[config.mk]
export PLATFORM = sky130hd
export DESIGN_NAME = apt_row_pipe
export DESIGN_NICKNAME = d
export VERILOG_FILES = /design/src/rtl/apt_pkg.sv /design/src/rtl/apt_row_pipe.sv
export SDC_FILE = /design/constraint.sdc
export NUM_CORES = 2
export LEC_CHECK = 0
export BUFFER_PORTS_ARGS = -buffer_cell sky130_fd_sc_hd__buf_2
export CORE_MARGIN = 1.5
export CORE_UTILIZATION = 32
export CTS_CLUSTER_DIAMETER = 60
export DETAILED_ROUTE_END_ITERATION = 8
export HOLD_SLACK_MARGIN = 0.15
export PLACE_DENSITY = 0.48
export SETUP_SLACK_MARGIN = 0.1
export SLEW_MARGIN = 20
export SYNTH_ARGS = -nofsm -noshare
export SYNTH_HDL_FRONTEND = slang
export SYNTH_SLANG_ARGS = --single-unit
[constraint.sdc]
create_clock -name clk -period 6.5 [get_ports clk]
set_input_delay 0.325 -clock clk [delete_from_list [all_inputs] [get_ports clk]]
set_output_delay 0.325 -clock clk [all_outputs]
set_load 0.02 [all_outputs]
[src/rtl/apt_pkg.sv]
// shared types and constants for the affine point transform core
// no dependencies; imported by apt_cfg_regs, apt_row_pipe and the top level
package apt_pkg;

	// default field widths
	localparam int DEF_COORD_WIDTH    = 32;
	localparam int DEF_COEF_WIDTH     = 16;
	localparam int DEF_COEF_FRAC_BITS = 12;

	// pipeline depth: multiply, round, sum, saturate
	localparam int NUM_STAGES = 4;

	// register map: eight bytes per register
	localparam int NUM_REGS   = 6;
	localparam int REG_STRIDE = 8;
	localparam int ADDR_W     = $clog2(NUM_REGS * REG_STRIDE);
	localparam int IDX_LSB    = $clog2(REG_STRIDE);
	localparam int IDX_W      = ADDR_W - IDX_LSB;

	typedef logic [IDX_W-1:0] reg_idx_t;

	localparam reg_idx_t REG_ROW0    = reg_idx_t'(0);
	localparam reg_idx_t REG_ROW1    = reg_idx_t'(1);
	localparam reg_idx_t REG_ROW2    = reg_idx_t'(2);
	localparam reg_idx_t REG_SHIFT_X = reg_idx_t'(3);
	localparam reg_idx_t REG_SHIFT_Y = reg_idx_t'(4);
	localparam reg_idx_t REG_SHIFT_Z = reg_idx_t'(5);

	// per-stage load enables plus the point flag lined up with the sum stage
	typedef struct packed {
		logic [NUM_STAGES-1:0] en;
		logic                  point_s2;
	} pipe_ctl_t;

endpackage

[src/rtl/apt_row_pipe.sv]
// datapath for one output coordinate: multiply, round, sum, saturate
// depends on apt_pkg for the pipeline control struct
module apt_row_pipe #(
	parameter int COORD_WIDTH    = apt_pkg::DEF_COORD_WIDTH,
	parameter int COEF_WIDTH     = apt_pkg::DEF_COEF_WIDTH,
	parameter int COEF_FRAC_BITS = apt_pkg::DEF_COEF_FRAC_BITS
) (
	input  logic                          clk,
	input  apt_pkg::pipe_ctl_t            ctl,
	input  logic [3*COEF_WIDTH-1:0]       row,
	input  logic signed [COORD_WIDTH-1:0] shift,
	input  logic signed [COORD_WIDTH-1:0] x,
	input  logic signed [COORD_WIDTH-1:0] y,
	input  logic signed [COORD_WIDTH-1:0] z,
	output logic signed [COORD_WIDTH-1:0] coord_s4,
	output logic                          sat_s4
);
	import apt_pkg::*;

	localparam int PROD_W = COORD_WIDTH + COEF_WIDTH;
	localparam int SUM_W  = PROD_W + 2;

	localparam logic signed [PROD_W-1:0] HALF   = PROD_W'(1) << (COEF_FRAC_BITS - 1);
	localparam logic signed [SUM_W-1:0]  SAT_HI = (SUM_W'(1) << (COORD_WIDTH - 1)) - SUM_W'(1);
	localparam logic signed [SUM_W-1:0]  SAT_LO = -(SUM_W'(1) << (COORD_WIDTH - 1));

	logic signed [COEF_WIDTH-1:0]  coef [3];
	logic signed [COORD_WIDTH-1:0] coord [3];
	logic signed [PROD_W-1:0]      prod_s1 [3];
	logic signed [PROD_W-1:0]      rnd_s2 [3];
	logic signed [SUM_W-1:0]       sum_s3;
	logic signed [SUM_W-1:0]       offset;

	always_comb begin
		for (int c = 0; c < 3; c++)
			coef[c] = row[c*COEF_WIDTH +: COEF_WIDTH];
		coord[0] = x;
		coord[1] = y;
		coord[2] = z;
	end

	// stage 1: exact products
	always_ff @(posedge clk) begin
		if (ctl.en[0]) begin
			for (int c = 0; c < 3; c++)
				prod_s1[c] <= PROD_W'(coef[c]) * PROD_W'(coord[c]);
		end
	end

	// stage 2: round to nearest back to the coordinate scale
	always_ff @(posedge clk) begin
		if (ctl.en[1]) begin
			for (int c = 0; c < 3; c++)
				rnd_s2[c] <= (prod_s1[c] + HALF) >>> COEF_FRAC_BITS;
		end
	end

	// stage 3: exact sum, translation only for points
	assign offset = ctl.point_s2 ? SUM_W'(shift) : '0;

	always_ff @(posedge clk) begin
		if (ctl.en[2])
			sum_s3 <= SUM_W'(rnd_s2[0]) + SUM_W'(rnd_s2[1]) + SUM_W'(rnd_s2[2]) + offset;
	end

	// stage 4: clip to the coordinate range
	always_ff @(posedge clk) begin
		if (ctl.en[3]) begin
			if (sum_s3 > SAT_HI) begin
				coord_s4 <= SAT_HI[COORD_WIDTH-1:0];
				sat_s4   <= 1'b1;
			end else if (sum_s3 < SAT_LO) begin
				coord_s4 <= SAT_LO[COORD_WIDTH-1:0];
				sat_s4   <= 1'b1;
			end else begin
				coord_s4 <= sum_s3[COORD_WIDTH-1:0];
				sat_s4   <= 1'b0;
			end
		end
	end

endmodule

Word-level counts from Yosys, hierarchy flattened
Memory sizes are Yosys's and may differ from the RTL's.
Cells that the tools add are included.
- bits in registers: 83
- RAM bits: 288
- memories kept: 2
- logic and storage cells: 23
- output and inout port bits: 33
- input port bits: 182
- $lt $le $gt $ge: 2
- multiply operators: 3
- add/subtract/negate cells: 6
- mux-type cells: 7
- memories (memory ; words ; width ; rd ports ; clocked after memory_dff ; wr ports ; line ; text):
    prod_s1 ; 3 ; 48 ; 3 ; 0 ; 3 ; apt_row_pipe.sv:29 ; logic signed [PROD_W-1:0] prod_s1 [3];
    rnd_s2 ; 3 ; 48 ; 3 ; 0 ; 3 ; apt_row_pipe.sv:30 ; logic signed [PROD_W-1:0] rnd_s2 [3];
- operator list (cell ; number):
    $add A48 B13 Y48 const B ; 3
    $mul A16 B32 Y48 ; 3
    $add A49 B48 Y50 ; 1
    $add A50 B50 Y50 ; 1
    $gt A50 B32 Y1 const B ; 1
    $lt A50 B32 Y1 const B ; 1
    $mux W50 ; 1
    $add A48 B48 Y49 ; 1
    $mux W32 ; 1
    $mux W1 ; 5

Depth between registers and ports, before layout
- depth in word-level cells: 3
- mapped depth: 26

Worst setup path before layout
OpenSTA, ideal clock, no wires.
- kind: input port to flip-flop
- start: input x[17]
- end: memory prod_s1[0][35] in the netlist's numbering (data pin)
- path slack: 0.234 ns
- buffers on the path: 1
- cell stages on the path: 21
- data arrival time: 6.010 ns
- data required time: 6.244 ns
- path through: clkbuf_1 nand2_1 fa_1 fa_1 fa_1 inv_1 fa_1 fa_1 inv_1 fa_1 inv_1 ha_1 a21oi_1 o21bai_1 a221oi_1 nor2_1 a211o_1 o21bai_1 a21boi_1 or4b_2 o211a_1
- RTL lines (element ; line ; text):
    from (decl) ; apt_row_pipe.sv:12 ; input logic signed [COORD_WIDTH-1:0] x,
    to (decl) ; apt_row_pipe.sv:29 ;

==> impl_results.md <==
* Level count of the clock H-tree at 2
* Antenna violations before repair at 20
* CP delay by family, top: adder cells
* Critical Path AT at 6.54 ns
* Wire per inst at 17.3 um
* Endpoints failing hold at 0
* Share of Yosys cell area claimed by the top area cell type at 0.456
* Wire length of the first global-routing pass at 289000 um
* CP max FO at 9
* Routed Antenna Nets at 0
* Timing-limited maximum frequency at 163 MHz
* Height of the die at 461 um
* Count of buffers inserted at the top-level ports at 214
* Number of rows created at floorplan at 167
* Yosys warns at 0
* Number of flops mapped to enable cells by yosys at 302
* Sink Count at 302
* Global route total overflow at 0
* Top cell by count, worst path: fa_1
* Post-synth top flop: edfxtp_1
* Synth Cell Area at 67000 um^2
* Synthesized flop and latch total at 302
* Top-level I/O count at 215
* Shortest period the worst path allows at 6.13 ns
* Clock Path Buffers at 3
* Number of buffers and inverters on the critical path at 6
* Element type at the critical path end: register
* Via total after detailed routing at 47100
* Number of max-capacitance violations reported at 0
* Root buffer cell: clkbuf_16
* Number of global-route vias before repair at 52000
* Share of cells above drive strength 1 at 0.116
* Total GRT Usage at 0.174
* Cell with the largest stage delay on the worst path: fa_1
* Area of the placeable core at 208000 um^2
* Cells along the critical path: buf_2 -> and2_1 -> fa_1 -> inv_1 -> fa_1 -> fa_1 -> inv_1 -> fa_1 -> fa_1 -> inv_1 -> fa_1 -> inv_1 -> ha_1 -> buf_4 -> o21ai_0 -> o21ai_1 -> a221o_1 -> a41oi_2 -> o31ai_2 -> o2111ai_2 -> or3b_4 -> a2111o_1 -> nand4_1
* Synth Instances at 6939
* Max Slew Vio Count at 0
* Total Nets Final at 9578
* Async set-reset flop share out of synthesis at 0
* Final RePlAce weighted congestion at 0.869
* Total CTS buffers at 34
* Detail-routed via count per cell at 4.56
* Data required time at the worst endpoint at 6.91 ns
* Drt total wl at 179000 um
* Final instance area at 76400 um^2
* Status: completed
* Pin count of the biggest net entering global routing at 66
* Biggest area contributors in the synthesized netlist: fa_1 (46%), edfxtp_1 (14%), inv_1 (9.2%)
* Die outline area at 212000 um^2
* Ranking of synthesized cells by instance count: inv_1 (1648), fa_1 (1528), nand2_1 (1004)
* Cell variety after synth at 71
* Width of the die at 461 um
* Leading area contributor after synthesis: fa_1
* Critical path launch point type: input pin
* Clock network latency to the later pin of the worst-skew pair at 0.55 ns
* Post-route fraction of the period consumed by the critical path at 0.943
* Library cell with the highest instance count after synthesis: inv_1
* Seq/Total Area, Yosys at 0.135
* Area after detailed placement at 75200 um^2
* Pin slew with the least headroom to its limit at 0.890 ns
* Worst clock skew at 0.0233 ns
* Initial core utilization at 0.323
* Synthesized net count at 9023
* Synth-to-Final Area Change at 14.0%
* Count of endpoints failing setup in the final report at 0
* Unrepaired setup endpoints after global routing: true
* Detailed placer's ending HPWL at 157000 um
* Initial drt markers at 2347
* DRC Markers at 0
* Relative max-transition margin at 0.402
* TritonCTS clock tree: yes
* Avg Cell Area, Syn at 9.66 um^2
* Final setup slack of the worst path at 0.370 ns
* Post-Place Setup Slack at -0.299 ns
* Utilization after layout at 0.368
* Number of fillers in the final layout at 21200
* Router iterations before antenna repair at 5
* Post-CTS Repair Setup Buffers at 0
* Total negative slack at 0 ns
* Class of the most critical hold timing path: in2reg
* Clock-pin slew on the worst setup and hold paths at 0.06 ns
* Critical path class: in2reg
* Largest incremental delay on the critical path at 0.54 ns
logic make-up after synthesis:
logic type	Yosys count	synth area share
muxes	5	0.000747
and+or+nand+nor	2131	0.154
DFF	302	0.135
adders and majority gates	1902	0.526
buffers and inverters	1916	0.107
xor gates and xnor gates	257	0.0336
AOI/OAI and AO/OA	426	0.0430
per-stage QoR:
| stage | instances | hold slack, ns |
|---|---|---|
| after global placement | 10200 | 0.505 |
| after global routing | 10300 | 0.346 |
| after floorplan | 6939 | 0.437 |
| after CTS | 10300 | 0.330 |
| after detailed placement | 10200 | 0.505 |
| final | 10300 | 0.321 |
metal layers:
metal  routed length (um)  up-vias  GRT usage  part of all wire
met4                 4850        4     0.0442             0.027
met3                 5860      176     0.0130             0.033
li1                     -    21700          -                 -
met1                78200    24400      0.228              0.44
met5                   19        -          0           0.00011
met2                89800      807      0.308              0.50
final timing paths:
check	slack [ns]	cells past startpoint	startpoint	end
max	0.37	23	row[36]	prod_s1[0][137]
min	0.32	1	ctl[1]	prod_s1[0][107]
max reg2reg	1.57	12	rnd_s2[0][4]	sum_s3[48]
min reg2reg	0.51	0	sum_s3[49]	coord_s4[31]
final cells by class:
cell class	instances	area, um^2	area share
Inverter	1650	6190	0.0811
Tap cell	2788	3490	0.0457
Sequential cell	302	9070	0.119
Clock inverter	22	279	0.00365
Multi-Input combinational cell	4721	50800	0.665
Antenna cell	12	30.0	0.000393
Clock buffer	40	873	0.0114
Timing Repair Buffer	785	5640	0.0739
layout by cell type, fill, tap and decap left out, types with 7 or more instances in the layout:
cell type | synthesis | layout
inv_1 | 1648 | 1648
fa_1 | 1528 | 1527
nand2_1 | 1004 | 1004
and2_1 | 649 | 649
buf_4 | 0 | 550
ha_1 | 374 | 374
edfxtp_1 | 302 | 302
buf_2 | 0 | 208
xnor2_1 | 190 | 190
nor2_1 | 183 | 183
a21oi_1 | 128 | 126
a21o_1 | 83 | 83
nand3_1 | 77 | 77
xor2_1 | 67 | 67
o21ai_0 | 61 | 61
nand4_1 | 46 | 46
and3_1 | 39 | 39
clkbuf_16 | 0 | 34
nand2b_1 | 31 | 31
nor3_1 | 28 | 28
buf_12 | 0 | 21
o21a_1 | 18 | 18
o21bai_1 | 18 | 18
and4_1 | 16 | 16
nor2b_1 | 14 | 14
diode_2 | 0 | 12
a31oi_1 | 10 | 10
a211oi_1 | 9 | 9
or3_1 | 9 | 9
or2_2 | 8 | 8
nor4_1 | 8 | 8
a311oi_1 | 7 | 7
o211ai_1 | 7 | 7
flip-flops by register name (all words and copies together) (netlist names):
name	count
prod_s1	111
sum_s3	50
sat_s4	1
coord_s4	32
rnd_s2	108
what timing repair did:
item	CTS	global route
endpoints found under the hold margin	0	0
setup endpoints to repair	0	13
hold buffers	0	0
gates resized for setup	0	16
Power is not shown: default switching activity piles up to over one toggle a cycle in this logic, so the estimate is an artifact.
