`src/rtl/apt_pkg.sv`:
```
// shared types and constants for the affine point transform core
// no dependencies; imported by apt_cfg_regs, apt_row_pipe and the top level
package apt_pkg;

	// default field widths
	localparam int DEF_COORD_WIDTH    = 32;
	localparam int DEF_COEF_WIDTH     = 16;
	localparam int DEF_COEF_FRAC_BITS = 12;

	// pipeline depth: multiply, round, sum, saturate
	localparam int NUM_STAGES = 4;

	// register map: eight bytes per register
	localparam int NUM_REGS   = 6;
	localparam int REG_STRIDE = 8;
	localparam int ADDR_W     = $clog2(NUM_REGS * REG_STRIDE);
	localparam int IDX_LSB    = $clog2(REG_STRIDE);
	localparam int IDX_W      = ADDR_W - IDX_LSB;

	typedef logic [IDX_W-1:0] reg_idx_t;

	localparam reg_idx_t REG_ROW0    = reg_idx_t'(0);
	localparam reg_idx_t REG_ROW1    = reg_idx_t'(1);
	localparam reg_idx_t REG_ROW2    = reg_idx_t'(2);
	localparam reg_idx_t REG_SHIFT_X = reg_idx_t'(3);
	localparam reg_idx_t REG_SHIFT_Y = reg_idx_t'(4);
	localparam reg_idx_t REG_SHIFT_Z = reg_idx_t'(5);

	// per-stage load enables plus the point flag lined up with the sum stage
	typedef struct packed {
		logic [NUM_STAGES-1:0] en;
		logic                  point_s2;
	} pipe_ctl_t;

endpackage

```
`src/rtl/apt_cfg_regs.sv`:
```
// register file for the matrix rows and translations, apb-style access
// depends on apt_pkg for the register map
module apt_cfg_regs #(
	parameter int COORD_WIDTH    = apt_pkg::DEF_COORD_WIDTH,
	parameter int COEF_WIDTH     = apt_pkg::DEF_COEF_WIDTH,
	parameter int COEF_FRAC_BITS = apt_pkg::DEF_COEF_FRAC_BITS,
	parameter int DATA_W         = 64
) (
	input  logic                          clk,
	input  logic                          arst_n,
	input  logic                          psel,
	input  logic                          penable,
	input  logic                          pwrite,
	input  logic [apt_pkg::ADDR_W-1:0]    paddr,
	input  logic [DATA_W-1:0]             pwdata,
	output logic [DATA_W-1:0]             prdata,
	output logic                          pready,
	output logic [3*COEF_WIDTH-1:0]       row_q [3],
	output logic [COORD_WIDTH-1:0]        shift_q [3]
);
	import apt_pkg::*;

	localparam int ROW_W = 3 * COEF_WIDTH;

	reg_idx_t idx;
	logic     wr_en;

	assign pready = 1'b1;
	assign idx    = paddr[ADDR_W-1:IDX_LSB];
	assign wr_en  = psel & penable & pwrite & pready;

	// register writes, reset to the identity transform
	always_ff @(posedge clk or negedge arst_n) begin
		if (!arst_n) begin
			for (int r = 0; r < 3; r++) begin
				row_q[r]   <= (ROW_W'(1) << COEF_FRAC_BITS) << (r * COEF_WIDTH);
				shift_q[r] <= '0;
			end
		end else if (wr_en) begin
			unique case (idx)
				REG_ROW0:    row_q[0]   <= pwdata[ROW_W-1:0];
				REG_ROW1:    row_q[1]   <= pwdata[ROW_W-1:0];
				REG_ROW2:    row_q[2]   <= pwdata[ROW_W-1:0];
				REG_SHIFT_X: shift_q[0] <= pwdata[COORD_WIDTH-1:0];
				REG_SHIFT_Y: shift_q[1] <= pwdata[COORD_WIDTH-1:0];
				REG_SHIFT_Z: shift_q[2] <= pwdata[COORD_WIDTH-1:0];
				default: ;
			endcase
		end
	end

	// read back
	always_comb begin
		unique case (idx)
			REG_ROW0:    prdata = DATA_W'(row_q[0]);
			REG_ROW1:    prdata = DATA_W'(row_q[1]);
			REG_ROW2:    prdata = DATA_W'(row_q[2]);
			REG_SHIFT_X: prdata = DATA_W'(shift_q[0]);
			REG_SHIFT_Y: prdata = DATA_W'(shift_q[1]);
			REG_SHIFT_Z: prdata = DATA_W'(shift_q[2]);
			default:     prdata = '0;
		endcase
	end

endmodule

```
`config.mk`:
```
export PLATFORM = sky130hd
export DESIGN_NAME = apt_cfg_regs
export DESIGN_NICKNAME = d
export VERILOG_FILES = /design/src/rtl/apt_pkg.sv /design/src/rtl/apt_cfg_regs.sv
export SDC_FILE = /design/constraint.sdc
export NUM_CORES = 1
export LEC_CHECK = 0
export BUFFER_PORTS_ARGS = -buffer_cell sky130_fd_sc_hd__buf_2
export CAP_MARGIN = 40
export CELL_PAD_IN_SITES_DETAIL_PLACEMENT = 0
export CELL_PAD_IN_SITES_GLOBAL_PLACEMENT = 1
export CORE_AREA = 2 2 145 204
export DETAILED_ROUTE_END_ITERATION = 10
export DIE_AREA = 0 0 147 206
export PLACE_DENSITY_LB_ADDON = 0.12
export SETUP_SLACK_MARGIN = 0.2
export SYNTH_ARGS = -nofsm -noshare
export SYNTH_HDL_FRONTEND = slang
export SYNTH_SLANG_ARGS = --single-unit
```
`constraint.sdc`:
```
create_clock -name clk -period 2.05 [get_ports clk]
set_input_delay 0.41 -clock clk [delete_from_list [all_inputs] [get_ports clk]]
set_output_delay 0.41 -clock clk [all_outputs]
set_load 0.05 [all_outputs]
```
# Word level (Yosys, flattened, before mapping)
# Cells that the tools add are included.
[totals] ff_bits=240 input_bits=75 output_inout_bits=305 elab_cells=21
[op_classes] eq_ne=5 n_mux=1 n_bitwise=2 reduce_logical=7
[ops] cell="case mux 48 bit (6 select lines)" count=1
[ops] cell="AND reduction 2 bit" count=6
[ops] cell="equality test 3 x 2 -> 1 bit (second input constant)" count=2
[ops] cell="equality test 3 bit (second input constant)" count=2
[ops] cell="equality test 3 x 1 -> 1 bit (second input constant)" count=1
[ops] cell="zero test 3 bit" count=1
[ops] cell="AND 1 bit" count=2

# Depth between registers and ports, before layout
[logic_depth] depth_word=3 mapped_depth=6 ltp_nobuf=3

# Least setup slack after synthesis
# OpenSTA, ideal clock, no wires.
[synth_timing] path_type="input to output" start="input port paddr[3] (netlist bit)" end="output port prdata[11]" t_arrival_ps=2162 t_required_ps=1640 slack_ps=-522 cell_stages=6 path_buffers=4 cell_sequence="buf_2 > buf_2 > buf_2 > buf_1 > a221oi_1 > a31oi_1"
[synth_via] elab_chain_len=2 elab_cells_between_ends=7 classes_between="eq/ne: 5; mux: 1; reduce/logical: 1"
[synth_lines] element="start, declared" line="apt_cfg_regs.sv:14" text="input logic [apt_pkg::ADDR_W-1:0] paddr,"
[synth_lines] element="equality test 3 bit, or another cell as far along" line="apt_cfg_regs.sv:54" text="unique case (idx)"
[synth_lines] element="case mux 48 bit (6 select lines) *" line="apt_cfg_regs.sv:54"
[synth_lines] element="end, declared" line="apt_cfg_regs.sv:16" text="output logic [DATA_W-1:0] prdata,"
# Mark *: on every way between the ends. The rest lies on a longest branch, timed or not.

# Worst setup path in the final report
[layout_timing] start="register row_q[107] (netlist bit)" end="output port prdata[11]"
[layout_via] elab_chain_len=1
[layout_lines] element="start, declared" line="apt_cfg_regs.sv:18" text="output logic [3*COEF_WIDTH-1:0] row_q [3],"
[layout_lines] element="start signal, assigned by index" line="apt_cfg_regs.sv:36" text="row_q[r] <= (ROW_W'(1) << COEF_FRAC_BITS) << (r * COEF_WIDTH);"
[layout_lines] element="case mux 48 bit (6 select lines)" line="apt_cfg_regs.sv:54"
# Every way passes these cells.

==> key figures <==
Worst setup path
  • Critical path data arrival time: 1.76 ns
  • Worst Setup End Kind: output port
  • Setup crit start kind: register
  • Max FO, Critical Path: 3
  • Required time of the critical path: roughly 1.6 ns
  • WS Path Type: reg2out

Global route
  • Grt met2 use: 0.407
  • Met3 Use GR: 0.0616
  • Antenna violations before repair: 0
  • Pin count of the biggest net entering global routing: 57
  • Routing usage on met1: 0.283
  • Most crowded layer after global routing: met2
  • Overall Global Routing Usage: 0.234
  • Global route total overflow: 0
  • Vias in the first global route: approximately 9.3k
  • First-pass GRT wire length: between 50000 and 60000 µm

Routing
  • Remaining DRCs: 0
  • ANT nets after route: 0
  • First-pass DRT Iterations: 4
  • WL final: ~36000 µm
  • Via Count: between 8k and 9k
  • Average routed wire per standard cell: roughly 21 µm
  • Initial DRC count: 260
  • Vias per Instance: just over 5

STA
  • Final Critical Period: between 2 and 2.5 ns
  • Setup WS post-layout: -0.121 ns
  • Final hold vios: 0
  • FMAX: ~0.46 GHz
  • Fin. max-slew vios: 0
  • Tcrit/Tclk final: 1.06
  • Final Hold Slack: roughly 0.14 ns
  • Setup Skew: 0 ns
  • RSZ-0062 raised after global routing: true
  • Setup violations, final: 15

Yosys
  • Area leader, netlist: dfrtp_1
  • Synth area leaders: dfrtp_1 53%, mux2_2 25%, mux2i_1 4.7%
  • Post-synthesis cell area: 11200 µm²
  • #FFs+latches synth: between 200 and 250
  • Mapped Avg Cell Area: 13.5 µm²
  • Post-synthesis cell count: around 830
  • Post-synthesis sequential area ratio: 0.536
  • Top cell type's share of synthesized area: 0.529
  • Yosys warning total: 0
  • Synth cell types: 34

Die
  • Num rows: between 70 and 80
  • Area of the core: 28700 µm²
  • Die Height: just over 200 µm
  • Ports: between 300 and 400
  • Die X: ~150 µm
  • Total die area: just over 30000 µm²
  • Initial Utilization: 0.391

Power
  • Pwr/cell area: between 1000 and 1500 nW/µm²
  • Flop pwr share: 0.322
  • Pint: 11500 µW
  • NetSw: slightly above 8000 µW
  • Power share of the clock group: 0.242
  • Leakage: 0.00866 µW
  • Combinational power share: 0.436
  • Max IR drop VDD: ~0.88 mV
  • Net switching fraction of the power: 0.418

Status
  • Failing checks: setup timing
  • Status: complete, but fails checks

Clocking
  • Root buffer cell: clkbuf_16
  • Clock-pin slew on the worst setup and hold paths: about 0.06 ns
  • TritonCTS Buffers: 25
  • H-Tree Depth: 1
  • Worst-skew pair later-pin latency: 0.52 ns
  • TritonCTS clock tree: done
  • Max clock buf depth: 3
  • Clock sink total: 240

Placement
  • Total placed instance area: about 15000 µm²
  • Placer Congestion: between 0.7 and 0.8
  • HPWL Detailed: between 20000 and 25000 µm
  • Port Buffers: around 340
  • Post-placement cell count: approximately 1.6k

Layout
  • Nets: around 1.4k
  • Final core occ: 0.609
  • Final Non-Filler Cells: around 1.7k
  • Final antenna diode count: 0
  • Area Growth Syn to Fin: 55.8%
  • Layout cells sized above 1: 0.717
  • Post-route cell area: around 17000 µm²

Job
  • Max cap viols: 0

Min path
  • Tightest Hold Check Type: in2reg
stage by stage:
stage / TNS (ns) / total power [µW] / setup slack (ns)
2_1_floorplan: 0 / 12100 / 0.165
3_3_place_gp: -15.67 / 14000 / -0.210
3_5_place_dp: -19.30 / 14100 / -0.228
4_1_cts: -1.35 / 19800 / -0.127
5_1_grt: -2.14 / 20600 / -0.192
6_report: -1.00 / 19800 / -0.121
sequential cells by signal, summed over array words and instances (netlist names):
register,cells
shift_q,96
row_q,144
cells in the mapped netlist:
master      n
mux2_2    253
buf_2      35
nor2_1      4
dfrtp_1   237
o32a_1      1
inv_1       1
nand2b_1    3
nand4_1     1
buf_6       2
or2_2      16
a21oi_1    27
a221oi_1   13
a21o_1      4
and3_1      1
and3b_1     7
a31oi_1    13
nand4b_4    1
nand2_1    51
clkbuf_1   16
mux2i_1    53
buf_4      21
mux2_4     20
a211oi_1    4
buf_1       2
nor2b_1     2
nor3_1      1
dfstp_2     3
mux2_1      2
or3_1       6
o21ai_0     5
o221ai_1   14
conb_1      2
nor3_2      1
nand3_1     6
cell type report:
class	instances	area, µm²
Fill cell	2344	11200
Inverter	1	3.75
Multi-Input combinational cell	526	5980
Tap cell	380	475
Clock inverter	9	145
Sequential cell	240	6010
Clock buffer	35	713
Timing Repair Buffer	531	4140
critical path, cell delays in order, from the launching register on:
cell	delay, ns
dfrtp_1	0.40
mux2_4	0.28
a221oi_2	0.21
buf_4	0.15
a31oi_4	0.03
buf_6	0.16
layer usage:
metal / wire length, µm / vias to the layer above / part of all wire
met1: 14200 / 4412 / 0.39
met2: 18300 / 319 / 0.50
met3: 2710 / 68 / 0.074
met4: 1180 / 0 / 0.032
met5: 0 / - / 0
li1: - / 3976 / -
logic make-up after synthesis:
family | synth area share
multiplexers | 0.330
other | 0.000670
AO/OA/AOI/OAI | 0.0489
buffers and inverters | 0.0381
flip-flops | 0.536
AND/OR/NAND/NOR | 0.0462
power groups by stage:
stage	logic [µW]	clock network (µW)	registers, µW
after floorplan	2440	0	9640
after global placement	7530	0	6470
after detailed placement	7570	0	6500
after CTS	8510	4900	6360
after global routing	8980	5080	6490
final	8620	4780	6370
path summary, 6_finish.rpt:
path                                  start  cells past startpoint  slack, ns     endpoint
worst max-delay path             row_q[107]                      5      -0.12   prdata[11]
worst min-delay path             pwdata[47]                      2       0.14    row_q[47]
worst max register to register   row_q[130]                      3       1.04   row_q[130]
worst min register to register  shift_q[35]                      1       0.51  shift_q[35]
max in group asynchronous            arst_n                      3       0.93   row_q[100]
min in group asynchronous            arst_n                      2       0.40    row_q[27]
layout by cell type, fill, tap and decap left out, types with 4 or more instances in the layout:
cell	Yosys	final
or2_4	0	16
o221ai_4	0	14
a221oi_2	0	7
nand2_1	51	38
clkbuf_8	0	5
conb_1	2	17
or3_4	0	6
dfrtp_1	237	237
mux2_2	253	238
mux2_4	20	35
a21o_2	0	4
buf_16	0	6
buf_12	0	39
and3b_1	7	7
mux2i_1	53	53
buf_6	2	42
clkbuf_16	0	25
clkinv_2	0	5
bufinv_16	0	4
a221oi_4	0	6
buf_8	0	12
buf_4	21	139
clkbuf_1	16	5
nand2_4	0	10
a31oi_4	0	13
nand3_1	6	6
a21oi_4	0	23
buf_2	35	290
timing repair:
action,4_1_cts,5_1_grt
buffers inserted,98,16
setup endpoints to repair,48,49
pin swaps,42,7
resized for setup,172,20
gates cloned,5,0
hold endpoints to repair,50,0
hold buffers,1,0
Power figures use the tool's default switching activity.
